--- src/rtl/proximity_heat_alert_filter_assert.svh ---
// ----------------------------------------------------------------------------
// Proximity heat alert filter assertion macros
// Concurrent assertion helpers; define NO_ASSERTIONS to compile them away.
// ----------------------------------------------------------------------------
`ifndef PROXIMITY_HEAT_ALERT_FILTER_ASSERT_SVH
`define PROXIMITY_HEAT_ALERT_FILTER_ASSERT_SVH

`ifndef NO_ASSERTIONS

// check a property on clk_i, ignored while rst_ni is low
`define PHAF_ASSERT(lbl, prop, msg) \
  lbl: assert property (@(posedge clk_i) disable iff (!rst_ni) (prop)) else $error(msg);

// check a property on clk_i at every edge, reset included
`define PHAF_ASSERT_ALWAYS(lbl, prop, msg) \
  lbl: assert property (@(posedge clk_i) (prop)) else $error(msg);

`else

`define PHAF_ASSERT(lbl, prop, msg)
`define PHAF_ASSERT_ALWAYS(lbl, prop, msg)

`endif

`endif

--- src/rtl/phaf_pkg.sv ---
// ----------------------------------------------------------------------------
// Proximity heat alert filter package
// Shared configuration and result types, codes and fixed constants.
// ----------------------------------------------------------------------------
`default_nettype none

package phaf_pkg;

  // filter value keeps centidegrees with this many fraction bits
  localparam int unsigned FracBits = 10;
  localparam int unsigned FiltW    = 16 + FracBits;

  // filter weight is in 1/1024 units
  localparam int unsigned AlphaShift = 10;
  localparam logic [10:0] AlphaOne   = 11'd1024;

  localparam logic [7:0]         FailedStatus  = 8'd4;
  localparam logic signed [17:0] KelvinOffset  = 18'sd27315;
  localparam logic signed [17:0] TempLowCenti  = -18'sd4000;
  localparam logic signed [17:0] AmbHighCenti  = 18'sd12500;
  localparam logic signed [17:0] ObjHighCenti  = 18'sd20000;

  // configuration register indexes
  localparam logic [2:0] CFG_LASER_EN   = 3'd0;
  localparam logic [2:0] CFG_THERMAL_EN = 3'd1;
  localparam logic [2:0] CFG_RANGE_MIN  = 3'd2;
  localparam logic [2:0] CFG_RANGE_MAX  = 3'd3;
  localparam logic [2:0] CFG_LOCK_DIST  = 3'd4;
  localparam logic [2:0] CFG_HEAT_THR   = 3'd5;
  localparam logic [2:0] CFG_DELTA_THR  = 3'd6;
  localparam logic [2:0] CFG_ALPHA      = 3'd7;

  // sensor state codes
  localparam logic [1:0] LASER_GOOD      = 2'd0;
  localparam logic [1:0] LASER_OFFLINE   = 2'd1;
  localparam logic [1:0] LASER_NO_TARGET = 2'd2;

  localparam logic [1:0] THERM_VALID   = 2'd0;
  localparam logic [1:0] THERM_OFFLINE = 2'd1;
  localparam logic [1:0] THERM_ERROR   = 2'd2;

  typedef struct packed {
    logic               laser_en;
    logic               thermal_en;
    logic [15:0]        range_min;
    logic [15:0]        range_max;
    logic [15:0]        lock_dist;
    logic signed [16:0] heat_thr;
    logic signed [15:0] delta_thr;
    logic [10:0]        alpha;
  } cfg_t;

  typedef struct packed {
    logic [1:0]         state;
    logic signed [16:0] ambient;
    logic signed [15:0] filtered;
    logic signed [15:0] delta;
    logic               heat_hit;
  } therm_res_t;

endpackage

`default_nettype wire

--- src/rtl/phaf_thermal.sv ---
// ----------------------------------------------------------------------------
// Thermal path
// Converts raw thermometer words, checks windows, runs the object filter.
// ----------------------------------------------------------------------------
`default_nettype none

module phaf_thermal (
  input  wire logic                clk_i,
  input  wire logic                rst_ni,
  input  wire phaf_pkg::cfg_t      cfg_i,
  input  wire logic                update_i,
  input  wire logic                ambient_read_ok_i,
  input  wire logic [15:0]         ambient_raw_i,
  input  wire logic                object_read_ok_i,
  input  wire logic [15:0]         object_raw_i,
  output phaf_pkg::therm_res_t     res_o
);

  localparam int unsigned DiffW = phaf_pkg::FiltW + 1;
  localparam int unsigned ProdW = DiffW + 12;

  logic signed [phaf_pkg::FiltW-1:0] filt_q, filt_d, filt_upd, sample_fix;
  logic                              awaiting_q, awaiting_d;

  logic signed [17:0]       amb_c, obj_c, delta_c;
  logic                     words_ok, therm_ok;
  logic [10:0]              alpha_eff;
  logic signed [DiffW-1:0]  diff;
  logic signed [ProdW-1:0]  prod;
  logic signed [15:0]       filt_int;

  always_comb begin
    amb_c = $signed({1'b0, ambient_raw_i, 1'b0}) - phaf_pkg::KelvinOffset;
    obj_c = $signed({1'b0, object_raw_i, 1'b0}) - phaf_pkg::KelvinOffset;

    words_ok = ambient_read_ok_i && object_read_ok_i &&
               !ambient_raw_i[15] && !object_raw_i[15];
    therm_ok = cfg_i.thermal_en && words_ok &&
               (amb_c > phaf_pkg::TempLowCenti) && (amb_c < phaf_pkg::AmbHighCenti) &&
               (obj_c > phaf_pkg::TempLowCenti) && (obj_c < phaf_pkg::ObjHighCenti);

    // new sample in filter units; in-window values fit 16 bits
    sample_fix = phaf_pkg::FiltW'($signed(obj_c[15:0])) <<< phaf_pkg::FracBits;

    alpha_eff = (cfg_i.alpha > phaf_pkg::AlphaOne) ? phaf_pkg::AlphaOne : cfg_i.alpha;

    // f + floor(a * (x - f) / 1024) equals the weighted blend floored
    diff     = DiffW'(sample_fix) - DiffW'(filt_q);
    prod     = ProdW'(diff) * $signed({1'b0, alpha_eff});
    filt_upd = filt_q + prod[phaf_pkg::AlphaShift +: phaf_pkg::FiltW];

    filt_d     = filt_q;
    awaiting_d = awaiting_q;
    if (therm_ok) begin
      filt_d     = awaiting_q ? sample_fix : filt_upd;
      awaiting_d = 1'b0;
    end

    filt_int = filt_d[phaf_pkg::FiltW-1:phaf_pkg::FracBits];
    delta_c  = 18'($signed(filt_int)) - amb_c;

    res_o.filtered = filt_int;
    if (!cfg_i.thermal_en) begin
      res_o.state = phaf_pkg::THERM_OFFLINE;
    end else if (therm_ok) begin
      res_o.state = phaf_pkg::THERM_VALID;
    end else begin
      res_o.state = phaf_pkg::THERM_ERROR;
    end
    res_o.ambient  = therm_ok ? amb_c[16:0] : '0;
    res_o.delta    = therm_ok ? delta_c[15:0] : '0;
    res_o.heat_hit = therm_ok &&
                     ((17'($signed(filt_int)) >= cfg_i.heat_thr) ||
                      (delta_c >= 18'(cfg_i.delta_thr)));
  end

  always_ff @(posedge clk_i or negedge rst_ni) begin
    if (!rst_ni) begin
      filt_q     <= '0;
      awaiting_q <= 1'b1;
    end else if (update_i) begin
      filt_q     <= filt_d;
      awaiting_q <= awaiting_d;
    end
  end

endmodule

`default_nettype wire

--- src/rtl/proximity_heat_alert_filter.sv ---
// ----------------------------------------------------------------------------
// Proximity heat alert filter
// Validates range and thermometer readings, filters object temperature,
// and reports the alert class with the values used.
// ----------------------------------------------------------------------------
// Pipeline: a transaction accepted into the input register moves on to the result
//   register when the output is free (input register, then result register).
// Throughput: one transaction per cycle unless the output stalls; the object
//   filter update is combinational between the input and result registers.
// Reset: configuration returns to defaults, filter clears to zero and waits
//   for its first valid sample, both pipeline stages empty.
`default_nettype none

module proximity_heat_alert_filter (
  input  wire logic               clk_i,
  input  wire logic               rst_ni,
  // configuration
  input  wire logic               cfg_we_i,
  input  wire logic [2:0]         cfg_idx_i,
  input  wire logic [16:0]        cfg_wdata_i,
  // input channel
  input  wire logic               in_valid_i,
  output logic                    in_stall_o,
  input  wire logic [7:0]         range_status_i,
  input  wire logic [15:0]        distance_mm_i,
  input  wire logic               ambient_read_ok_i,
  input  wire logic [15:0]        ambient_raw_i,
  input  wire logic               object_read_ok_i,
  input  wire logic [15:0]        object_raw_i,
  // output channel
  output logic                    out_valid_o,
  input  wire logic               out_stall_i,
  output logic                    alert_o,
  output logic [1:0]              alert_class_o,
  output logic [1:0]              laser_state_o,
  output logic [1:0]              thermal_state_o,
  output logic [15:0]             distance_out_o,
  output logic signed [16:0]      ambient_centi_o,
  output logic signed [15:0]      object_filtered_centi_o,
  output logic signed [15:0]      delta_centi_o
);

  phaf_pkg::cfg_t cfg_q;

  logic        s1_valid_q, s1_valid_d;
  logic [7:0]  status_q;
  logic [15:0] dist_q, amb_raw_q, obj_raw_q;
  logic        amb_ok_q, obj_ok_q;

  logic        out_valid_q, out_valid_d;
  logic        out_free, advance, in_load;

  logic        range_ok, prox_hit;
  logic [1:0]  laser_state, cls;
  phaf_pkg::therm_res_t therm;

  // configuration writes
  always_ff @(posedge clk_i or negedge rst_ni) begin
    if (!rst_ni) begin
      cfg_q.laser_en   <= 1'b0;
      cfg_q.thermal_en <= 1'b0;
      cfg_q.range_min  <= 16'd15;
      cfg_q.range_max  <= 16'd2500;
      cfg_q.lock_dist  <= 16'd200;
      cfg_q.heat_thr   <= 17'sd3200;
      cfg_q.delta_thr  <= 16'sd200;
      cfg_q.alpha      <= 11'd358;
    end else if (cfg_we_i) begin
      case (cfg_idx_i)
        phaf_pkg::CFG_LASER_EN:   cfg_q.laser_en   <= cfg_wdata_i[0];
        phaf_pkg::CFG_THERMAL_EN: cfg_q.thermal_en <= cfg_wdata_i[0];
        phaf_pkg::CFG_RANGE_MIN:  cfg_q.range_min  <= cfg_wdata_i[15:0];
        phaf_pkg::CFG_RANGE_MAX:  cfg_q.range_max  <= cfg_wdata_i[15:0];
        phaf_pkg::CFG_LOCK_DIST:  cfg_q.lock_dist  <= cfg_wdata_i[15:0];
        phaf_pkg::CFG_HEAT_THR:   cfg_q.heat_thr   <= $signed(cfg_wdata_i);
        phaf_pkg::CFG_DELTA_THR:  cfg_q.delta_thr  <= $signed(cfg_wdata_i[15:0]);
        phaf_pkg::CFG_ALPHA:      cfg_q.alpha      <= cfg_wdata_i[10:0];
        default: ;
      endcase
    end
  end

  // pipeline handshake
  always_comb begin
    out_free    = !out_valid_q || !out_stall_i;
    advance     = s1_valid_q && out_free;
    in_stall_o  = s1_valid_q && !out_free;
    in_load     = in_valid_i && !in_stall_o;
    s1_valid_d  = in_stall_o ? 1'b1 : in_valid_i;
    out_valid_d = advance ? 1'b1 : (out_valid_q && out_stall_i);
  end

  always_ff @(posedge clk_i or negedge rst_ni) begin
    if (!rst_ni) begin
      s1_valid_q  <= 1'b0;
      out_valid_q <= 1'b0;
    end else begin
      s1_valid_q  <= s1_valid_d;
      out_valid_q <= out_valid_d;
    end
  end

  always_ff @(posedge clk_i) begin
    if (in_load) begin
      status_q  <= range_status_i;
      dist_q    <= distance_mm_i;
      amb_ok_q  <= ambient_read_ok_i;
      amb_raw_q <= ambient_raw_i;
      obj_ok_q  <= object_read_ok_i;
      obj_raw_q <= object_raw_i;
    end
  end

  // laser path
  always_comb begin
    range_ok = cfg_q.laser_en && (status_q != phaf_pkg::FailedStatus) &&
               (dist_q >= cfg_q.range_min) && (dist_q <= cfg_q.range_max);
    if (!cfg_q.laser_en) begin
      laser_state = phaf_pkg::LASER_OFFLINE;
    end else if (range_ok) begin
      laser_state = phaf_pkg::LASER_GOOD;
    end else begin
      laser_state = phaf_pkg::LASER_NO_TARGET;
    end
    prox_hit = range_ok && (dist_q <= cfg_q.lock_dist);
  end

  phaf_thermal u_thermal (
    .clk_i             (clk_i),
    .rst_ni            (rst_ni),
    .cfg_i             (cfg_q),
    .update_i          (advance),
    .ambient_read_ok_i (amb_ok_q),
    .ambient_raw_i     (amb_raw_q),
    .object_read_ok_i  (obj_ok_q),
    .object_raw_i      (obj_raw_q),
    .res_o             (therm)
  );

  assign cls = {therm.heat_hit, prox_hit};

  // result register
  always_ff @(posedge clk_i) begin
    if (advance) begin
      alert_o                 <= |cls;
      alert_class_o           <= cls;
      laser_state_o           <= laser_state;
      thermal_state_o         <= therm.state;
      distance_out_o          <= range_ok ? dist_q : '0;
      ambient_centi_o         <= therm.ambient;
      object_filtered_centi_o <= therm.filtered;
      delta_centi_o           <= therm.delta;
    end
  end

  assign out_valid_o = out_valid_q;

`include "proximity_heat_alert_filter_assert.svh"

  `PHAF_ASSERT(a_stall_needs_item, in_stall_o |-> s1_valid_q, "input stalled with empty stage")
  `PHAF_ASSERT(a_stall_means_blocked, in_stall_o |-> (out_valid_o && out_stall_i), "stall without blocked output")
  `PHAF_ASSERT(a_laser_invalid_clears, (out_valid_o && laser_state_o != phaf_pkg::LASER_GOOD) |-> (distance_out_o == '0 && !alert_class_o[0]), "invalid distance leaked")
  `PHAF_ASSERT(a_thermal_invalid_clears, (out_valid_o && thermal_state_o != phaf_pkg::THERM_VALID) |-> (ambient_centi_o == '0 && delta_centi_o == '0 && !alert_class_o[1]), "invalid thermal leaked")
  `PHAF_ASSERT(a_alert_matches_class, out_valid_o |-> (alert_o == (alert_class_o != 2'd0)), "alert does not match class")

endmodule

`default_nettype wire
--- config.mk ---
export PLATFORM = sky130hd
export DESIGN_NAME = proximity_heat_alert_filter
export DESIGN_NICKNAME = d
export VERILOG_FILES = /design/src/rtl/phaf_pkg.sv /design/src/rtl/phaf_thermal.sv /design/src/rtl/proximity_heat_alert_filter.sv
export VERILOG_INCLUDE_DIRS = /design/src /design/src/rtl
export SDC_FILE = /design/constraint.sdc
export NUM_CORES = 1
export LEC_CHECK = 0
export BUFFER_PORTS_ARGS = -buffer_cell sky130_fd_sc_hd__buf_2
export CAP_MARGIN = 20
export CORE_MARGIN = 1.5
export CORE_UTILIZATION = 60
export DETAILED_ROUTE_END_ITERATION = 7
export GPL_TIMING_DRIVEN = 0
export PLACE_DENSITY = 0.8
export SYNTH_ARGS = -nofsm -noshare
export SYNTH_HDL_FRONTEND = slang
export SYNTH_HIERARCHICAL = 1
export SYNTH_SLANG_ARGS = --single-unit
--- constraint.sdc ---
create_clock -name clk_i -period 29.4 [get_ports clk_i]
set_input_delay 5.88 -clock clk_i [delete_from_list [all_inputs] [get_ports clk_i]]
set_output_delay 5.88 -clock clk_i [all_outputs]
set_load 0.03 [all_outputs]
# Yosys cells after proc, flatten, opt, wreduce, memory -nomap -nowiden
# Cells that the tools add are included.
classes:
  add_sub_neg: 5
  multipliers: 1
  order_cmp: 10
  eq_ne: 8
  mux: 7
  n_reduce_logical: 36
ops:
  columns: ["op", "count"]
  rows:
  - ["26-bit 2-to-1 mux", 2]
  - ["18-bit by 13-bit > comparator with 1-bit output (second input constant)", 2]
  - ["27-bit by 12-bit multiplier with 36-bit output", 1]
  - ["17-bit by 15-bit subtractor with 18-bit output (second input constant)", 2]
  - ["16-bit <= comparator", 2]
  - ["26-bit by 26-bit subtractor with 27-bit output", 1]
  - ["26-bit adder", 1]
  - ["18-bit by 16-bit greater-or-equal comparator with 1-bit output", 1]
  - ["18-bit by 15-bit less-than comparator with 1-bit output (second input constant)", 1]
  - ["18-bit by 16-bit less-than comparator with 1-bit output (second input constant)", 1]
  - ["2-bit AND reduction", 9]
  - ["16-bit by 18-bit subtractor with 18-bit output", 1]
  - ["16-bit by 17-bit greater-or-equal comparator with 1-bit output", 1]
  - ["1-bit logical AND", 17]
  - ["16-bit greater-or-equal comparator", 1]
  - ["3-bit equality test (second input constant)", 4]
  - ["11-bit > comparator (second input constant)", 1]
  - ["11-bit 2-to-1 mux", 1]
  - ["8-bit by 3-bit != test with 1-bit output (second input constant)", 1]
  - ["3-bit by 2-bit equality test with 1-bit output (second input constant)", 2]
  - ["1-bit zero test", 6]
  - ["2-bit 2-to-1 mux", 2]
  - ["3-bit by 1-bit equality test with 1-bit output (second input constant)", 1]
  - ["3-bit zero test", 1]
  - ["other kinds (3)", 5]
word_totals:
  regBits: 253
  in_bits: 83
  out_inout_bits: 74
  wordCells: 94

# Longest topological paths before layout
# Gate-level depths: netlist (run 1).
depth:
  word_depth: 14
  mapped_depth: 66
  mapped_depth_nobuf: 64

# Cells and area by module
# The synthesis (run 1) kept the hierarchy.
by_module_without_submodules:
  columns: ["module", "n_inst", "cells_each", "area_per_inst_um2", "seq_area_each_um2"]
  rows:
  - ["phaf_thermal", 1, 1916, 15352.2, 676.9]
  - ["proximity_heat_alert_filter", 1, 571, 8816.0, 6334.8]

# Worst setup path after synthesis (run 1)
# OpenSTA, ideal clock, no wires.
synth_timing:
  path_type: "in2reg"
  start: "input out_stall_i"
  end: "register u_thermal/filt_q[6] in the netlist's numbering"
  setup_time_ps: 95
  arrival_ps: 12208
  t_required_ps: 29305
  path_slack_ps: 17096
  cell_stages: 5
  n_path_buf: 2
  cell_sequence: "a21boi_0 > nand2_1 > clkbuf_1 > clkbuf_1 > o31ai_1"
synth_between:
  elab_chain_len: 4
synth_rtl:
  columns: ["element", "line_no", "text"]
  rows:
  - ["start: declaration", "proximity_heat_alert_filter.sv:32", "input wire logic out_stall_i,"]
  - ["1-bit zero test", "proximity_heat_alert_filter.sv:85", "out_free = !out_valid_q || !out_stall_i;"]
  - ["1-bit logical OR", "proximity_heat_alert_filter.sv:85", null]
  - ["1-bit logical AND", "proximity_heat_alert_filter.sv:86", "advance = s1_valid_q && out_free;"]
  - ["2-bit AND reduction (no source line)", null, null]
  - ["end signal: assignment", "phaf_thermal.sv:82", "filt_q <= filt_d;"]
  - ["end: declaration", "phaf_thermal.sv:22", "logic signed [phaf_pkg::FiltW-1:0] filt_q, filt_d, filt_upd, sample_fix;"]
# No other way between the ends.
# A chain may end at the register's enable or synchronous reset.

==> summary.txt, run 1 <==
Synth
  • Syn nets: 3033
  • Main synth FF type: edfxtp_1
  • FFs w/ async S/R, synth: 0.486
  • Post-synth top cells: inv_1, nand2_1, fa_1
  • Most common cell in the netlist: inv_1
  • Post-synthesis sequential area ratio: 0.290
  • Post-synth EDFFs: 130
  • Synth top area cells: fa_1, edfxtp_1, ha_1
  • Syn Inst Count: roughly 2500
  • Top cell type's share of synthesized area: 0.205
  • Avg Inst Size Synth: 9.72 um^2
  • Post-Syn Area: between 0.02 and 0.025 mm^2
  • Seq cells post-synth: between 200 and 300
  • Ys Warns: 6
  • Count of cell types in the netlist: 80
  • Leading area contributor after synthesis: fa_1

Status
  • Outcome: completed

STA
  • Clock skew: about 12 ps
  • Minimum clock period: about 15000 ps
  • Final setup margin: approximately 14000 ps
  • Count of final max-slew check failures: 0
  • Setup TNS: 0 ps
  • Fmax: about 0.067 GHz
  • Fin crit share: 0.510
  • Final hold violation count: 0
  • Least-Margin Pin Slew: around 1100 ps
  • Final setup fails: 0
  • RSZ-0062 raised after global routing: no
  • Worst relative slew slack: 0.238

Route
  • DRC errors left: 0
  • DR iter-0 viols: ~1500
  • Via count: 18590
  • Total wire length: between 60000 and 70000 um
  • Final ANT Viol Nets: 0
  • DR vias/cell: approximately 5.8
  • DR pass1 iterations: 7
  • Avg WL per Cell: about 19 um

Global routing
  • M1 GR Usage: 0.373
  • Gr ovfl total: 0
  • GRT busiest layer: met2
  • Largest net degree at the start of global routing: 98
  • Vias in the first global route: around 19000
  • Global Route Usage Sum: 0.309
  • Met3 GRT Util: 0.0487
  • First-pass GRT wire length: between 90000 and 100000 um
  • Initial antenna violation count: 5
  • Met2 Use GR: 0.542

Placement
  • RD Place Congestion: 0.947
  • Port Buffers: roughly 150
  • Placed Cells: ~3200
  • DP HPWL: between 40000 and 50000 um
  • Pre-CTS WS: roughly 15000 ps

Die
  • Die W: 204 um
  • FP Rows: 73
  • Io pins: between 150 and 200
  • Die Span Y: 204 um
  • Die Footprint: approximately 0.041 mm^2
  • Starting Density: 0.608
  • CORE AREA: just under 0.04 mm^2

Critical path
  • Arr. time, crit path: 15300 ps
  • Kind of critical path: register to register
  • Slowest cell on the critical path: xor2_1
  • Slowest stage delay, CP: between 700 and 800 ps
  • Startpoint Class: register
  • Critical path peak fanout: 9
  • Worst Path Required: slightly below 30000 ps
  • CP endpoint kind: register

Layout
  • Post-Layout Cell Count: 3219
  • NumNets Final: roughly 3200
  • Share of cells above drive strength 1: 0.120
  • Ant. Diodes: 0
  • Area growth from synthesis to layout: 10.1%

CTS
  • Post-CTS Setup Inserts: 0
  • Sink Count: between 200 and 300
  • Total CTS buffers: 27
  • Root buffer cell: clkbuf_16
  • CTS tree: done
  • CTS H-tree lvls: 1
  • Max clock buf depth: 3
  • Clk slew on worst S/H paths: around 70 ps
  • Worst skew pair latency: about 560 ps
  • CTS resizes: 0
  • Count of hold-fix buffers inserted at cts: 0

Min path
  • Hold WC Path Type: register to register

Job
  • Max Cap Violations: 0
[logic make-up after synthesis]
kind of cell / Yosys count / synth area share
and+or+nand+nor: 708 / 0.139
adders and majority gates: 463 / 0.316
xor gates and xnor gates: 113 / 0.0421
buffers and inverters: 514 / 0.0808
DFF: 253 / 0.290
AOI/OAI and AO/OA: 360 / 0.0966
muxes: 76 / 0.0354
[cell type report]
class,instances,area (um^2)
multi-input cells,1720,15200
fillers,3041,13100
flip-flops and latches,253,7010
inverters,424,1590
repair buffers,157,867
clock buffers,35,726
well taps,525,657
plain buffers,90,360
clock inverters,15,170
[worst paths after layout]
check,startpoint,to,slack (ps),cells after the start
min reg2reg,cfg_q[4],cfg_q[4],510,1
min,cfg_q[4],cfg_q[4],510,1
max in group asynchronous,rst_ni,u_thermal/awaiting_q,23410,2
max,u_thermal/filt_q[0],alert_o,14410,64
min in group asynchronous,rst_ni,cfg_q[70],5190,1
max reg2reg,u_thermal/filt_q[0],alert_o,14410,64
[worst max-delay path, delay by kind of cell (launching register included)]
| family | cells | cell delay [ps] |
|---|---|---|
| AOI/OAI and AO/OA | 26 | 5800 |
| xor gates and xnor gates | 4 | 1370 |
| adders and majority gates | 9 | 3660 |
| buffers and inverters | 7 | 1080 |
| DFF | 1 | 390 |
| and+or+nand+nor | 18 | 2440 |
[registers in the layout, summed over array words and instances, names as in the netlist]
| name | flops |
|---|---|
| cfg_q | 94 |
| u_thermal/filt_q | 26 |
| ambient_centi_o | 17 |
| amb_raw_q | 16 |
| delta_centi_o | 16 |
| dist_q | 16 |
| distance_out_o | 16 |
| obj_raw_q | 16 |
| object_filtered_centi_o | 16 |
| status_q | 8 |
| alert_class_o | 2 |
| laser_state_o | 2 |
| thermal_state_o | 2 |
| alert_o | 1 |
| amb_ok_q | 1 |
| obj_ok_q | 1 |
| out_valid_o | 1 |
| s1_valid_q | 1 |
| u_thermal/awaiting_q | 1 |
[cell usage in the layout (no fill, tap or decap), drive strengths merged, types with 9 or more instances in the layout]
master	instances
a21o	40
a21oi	94
and2	81
buf	162
clkbuf	120
dfrtp	99
dfstp	24
edfxtp	130
fa	247
ha	216
inv	428
mux2	72
nand2	298
nand2b	13
nand3	21
nand4	19
nand4b	9
nor2	142
nor2b	52
nor3	24
o211ai	11
o21a	21
o21ai	100
o21bai	13
o31ai	10
or3	10
xnor2	71
xor2	40
[per-stage QoR]
stage,hold WS (ps),util,cell area (um^2)
finish,505,0.670,26600
global route,513,0.670,26600
CTS,508,0.670,26600
detailed placement,477,0.647,25700
global placement,452,0.644,25600
floorplan,443,-,24200
[layer usage]
| metal | up-vias | share of wire |
|---|---|---|
| met4 | 8 | 0.046 |
| met3 | 203 | 0.072 |
| met5 | - | 0.00077 |
| li1 | 8454 | - |
| met1 | 9173 | 0.38 |
| met2 | 752 | 0.51 |
Power of run 1 is left out: the tool's default activity adds up to more than one toggle a clock period on the data nets, which glitch-free logic cannot reach.
==> run 2, diff against run 1 <==
- clock period: 29.4 -> 15.4 ns (I/O delays scaled with it)
==> summary.txt, run 2 (synthesis gave the netlist of run 1 again) <==
Status
  • Outcome: completed

Critical path
  • Arr. time, crit path: 14780 ps (-520 ps)
  • Critical path's most frequent cell: a21oi_1
  • Slowest stage delay, CP: 620 ps (-150 ps)
  • Startpoint Class: register
  • Critical path peak fanout: 10 (+1)
  • Kind of critical path: register to register
  • CP endpoint kind: register
  • Slowest cell on the critical path: clkbuf_1
  • Worst Path Required: 15710 ps (-14000 ps)

STA
  • Count of final max-slew check failures: 0 (unchanged)
  • Fmax: 0.0691 GHz (+3.6%)
  • Final setup fails: 0 (unchanged)
  • Worst relative slew slack: 0.226 (-0.0122)
  • Fin crit share: 0.940 (+0.430)
  • Least-Margin Pin Slew: 1150 ps (+18.1 ps)
  • Clock skew: 15.5 ps (+3.09 ps)
  • Setup TNS: 0 ps (unchanged)
  • Hold Slack: 505 ps (+0.00600 ps)
  • Minimum clock period: 14470 ps (-519 ps)
  • Final hold violation count: 0 (unchanged)
  • RSZ-0062 raised after global routing: no

Layout
  • Ant. Diodes: 0 (unchanged)
  • Most frequent cells in the layout: inv_1, nand2_1, fa_1
  • Largest register by flop count: cfg_q
  • Share of cells above drive strength 1: 0.121 (+0.00111)
  • Biggest regs: cfg_q (94), u_thermal/filt_q (26), ambient_centi_o (17)
  • Area growth from synthesis to layout: 10.2% (about the same)
  • Max FFs per register: 94 (unchanged)
  • Most common cell after layout, fill and taps aside: inv_1
  • NumNets Final: 3219 (unchanged)

Min path
  • Hold WC Path Type: register to register

Global routing
  • Gr ovfl total: 0 (unchanged)
  • GRT busiest layer: met2
  • Initial antenna violation count: 5 (unchanged)
  • Vias in the first global route: 19487 (unchanged)
  • Global Route Usage Sum: 0.309 (unchanged)
  • First-pass GRT wire length: 99800 um (unchanged)
  • M1 GR Usage: 0.373 (unchanged)
  • Largest net degree at the start of global routing: 98 (unchanged)
  • Met2 Use GR: 0.542 (unchanged)
  • Met3 GRT Util: 0.0487 (unchanged)

Route
  • Via count: 18590 (unchanged)
  • Final ANT Viol Nets: 0 (unchanged)
  • DR iter-0 viols: 1504 (+3.4%)
  • Avg WL per Cell: 19.4 um (about the same)
  • DR pass1 iterations: 6 (-1)
  • DR vias/cell: 5.78 (unchanged)
  • DRC errors left: 0 (unchanged)
  • Total wire length: 62500 um (about the same)

CTS
  • Sink Count: 253 (unchanged)
  • Root buffer cell: clkbuf_16
  • Max clock buf depth: 3 (unchanged)
  • Worst skew pair latency: 560 ps (about the same)
  • Clk slew on worst S/H paths: 60 ps (about the same)
  • CTS H-tree lvls: 1 (unchanged)
  • CTS tree: done
  • Total CTS buffers: 27 (unchanged)

Die
  • FP Rows: 73 (unchanged)
  • Die Footprint: 0.0415 mm^2 (unchanged)
  • CORE AREA: 0.0397 mm^2 (unchanged)
  • Die Span Y: 204 um (unchanged)
  • Io pins: 157 (unchanged)
  • Die W: 204 um (unchanged)
  • Starting Density: 0.608 (unchanged)

Placement
  • RD Place Congestion: 0.947 (unchanged)
  • DP HPWL: 49500 um (unchanged)
  • Port Buffers: 153 (unchanged)

Job
  • Max Cap Violations: 0 (unchanged)
[run 2: cell counts in the layout (fill, tap and decap cells not counted)]
Identical to the previous run, type by type.
[run 2: path summary, 6_finish.rpt]
check                                       endpoint  cells after the start       from  slack [ps]
worst min register to register              cfg_q[4]                      1   cfg_q[4]         510
min in group asynchronous                  cfg_q[70]                      1     rst_ni        2390
max in group asynchronous       u_thermal/awaiting_q                      2     rst_ni       12220
worst min-delay path                        cfg_q[4]                      1   cfg_q[4]         510
worst max-delay path                         alert_o                     62  cfg_q[10]         930
worst max register to register               alert_o                     62  cfg_q[10]         930
[run 2: critical path: cells and delay by family, from the launching register on]
kind	cells	cell delay, ps
compound gates	32	6320
fa+ha+maj	9	3700
simple gates	13	1770
buf+inv	6	1580
flops	1	490
xor+xnor	2	330
[run 2: per-layer routing]
| layer | vias up | part of all wire |
|---|---|---|
| met5 | - | 0.00077 |
| met4 | 8 | 0.046 |
| met3 | 206 | 0.071 |
| met2 | 754 | 0.51 |
| met1 | 9168 | 0.38 |
| li1 | 8454 | - |
[run 2: layout make-up]
class	count	area [um^2]
Buffer	90	362
Clock buffer	35	726
Clock inverter	15	170
Fill cell	3034	13100
Inverter	424	1590
Multi-Input combinational cell	1720	15200
Sequential cell	253	7010
Tap cell	525	657
Timing Repair Buffer	157	867
[run 2: through the flow]
stage / setup slack (ps) / instance area [um^2] / instances / util
global route: 61.9 / 26600 / 3219 / 0.670
finish: 929 / 26600 / 3219 / 0.670
floorplan: 3410 / 24200 / 2487 / -
detailed placement: 687 / 25700 / 3169 / 0.647
global placement: 1030 / 25600 / 3165 / 0.644
CTS: 618 / 26600 / 3219 / 0.670
[run 2: what timing repair did]
action | 4_1_cts | 5_1_grt
endpoints found under the hold margin | 0 | 0
endpoints found under the setup margin | 0 | 2
setup buffers | 0 | 0
hold buffers | 0 | 0
resized for setup | 0 | 5
Power of run 2 is left out for the same reason.
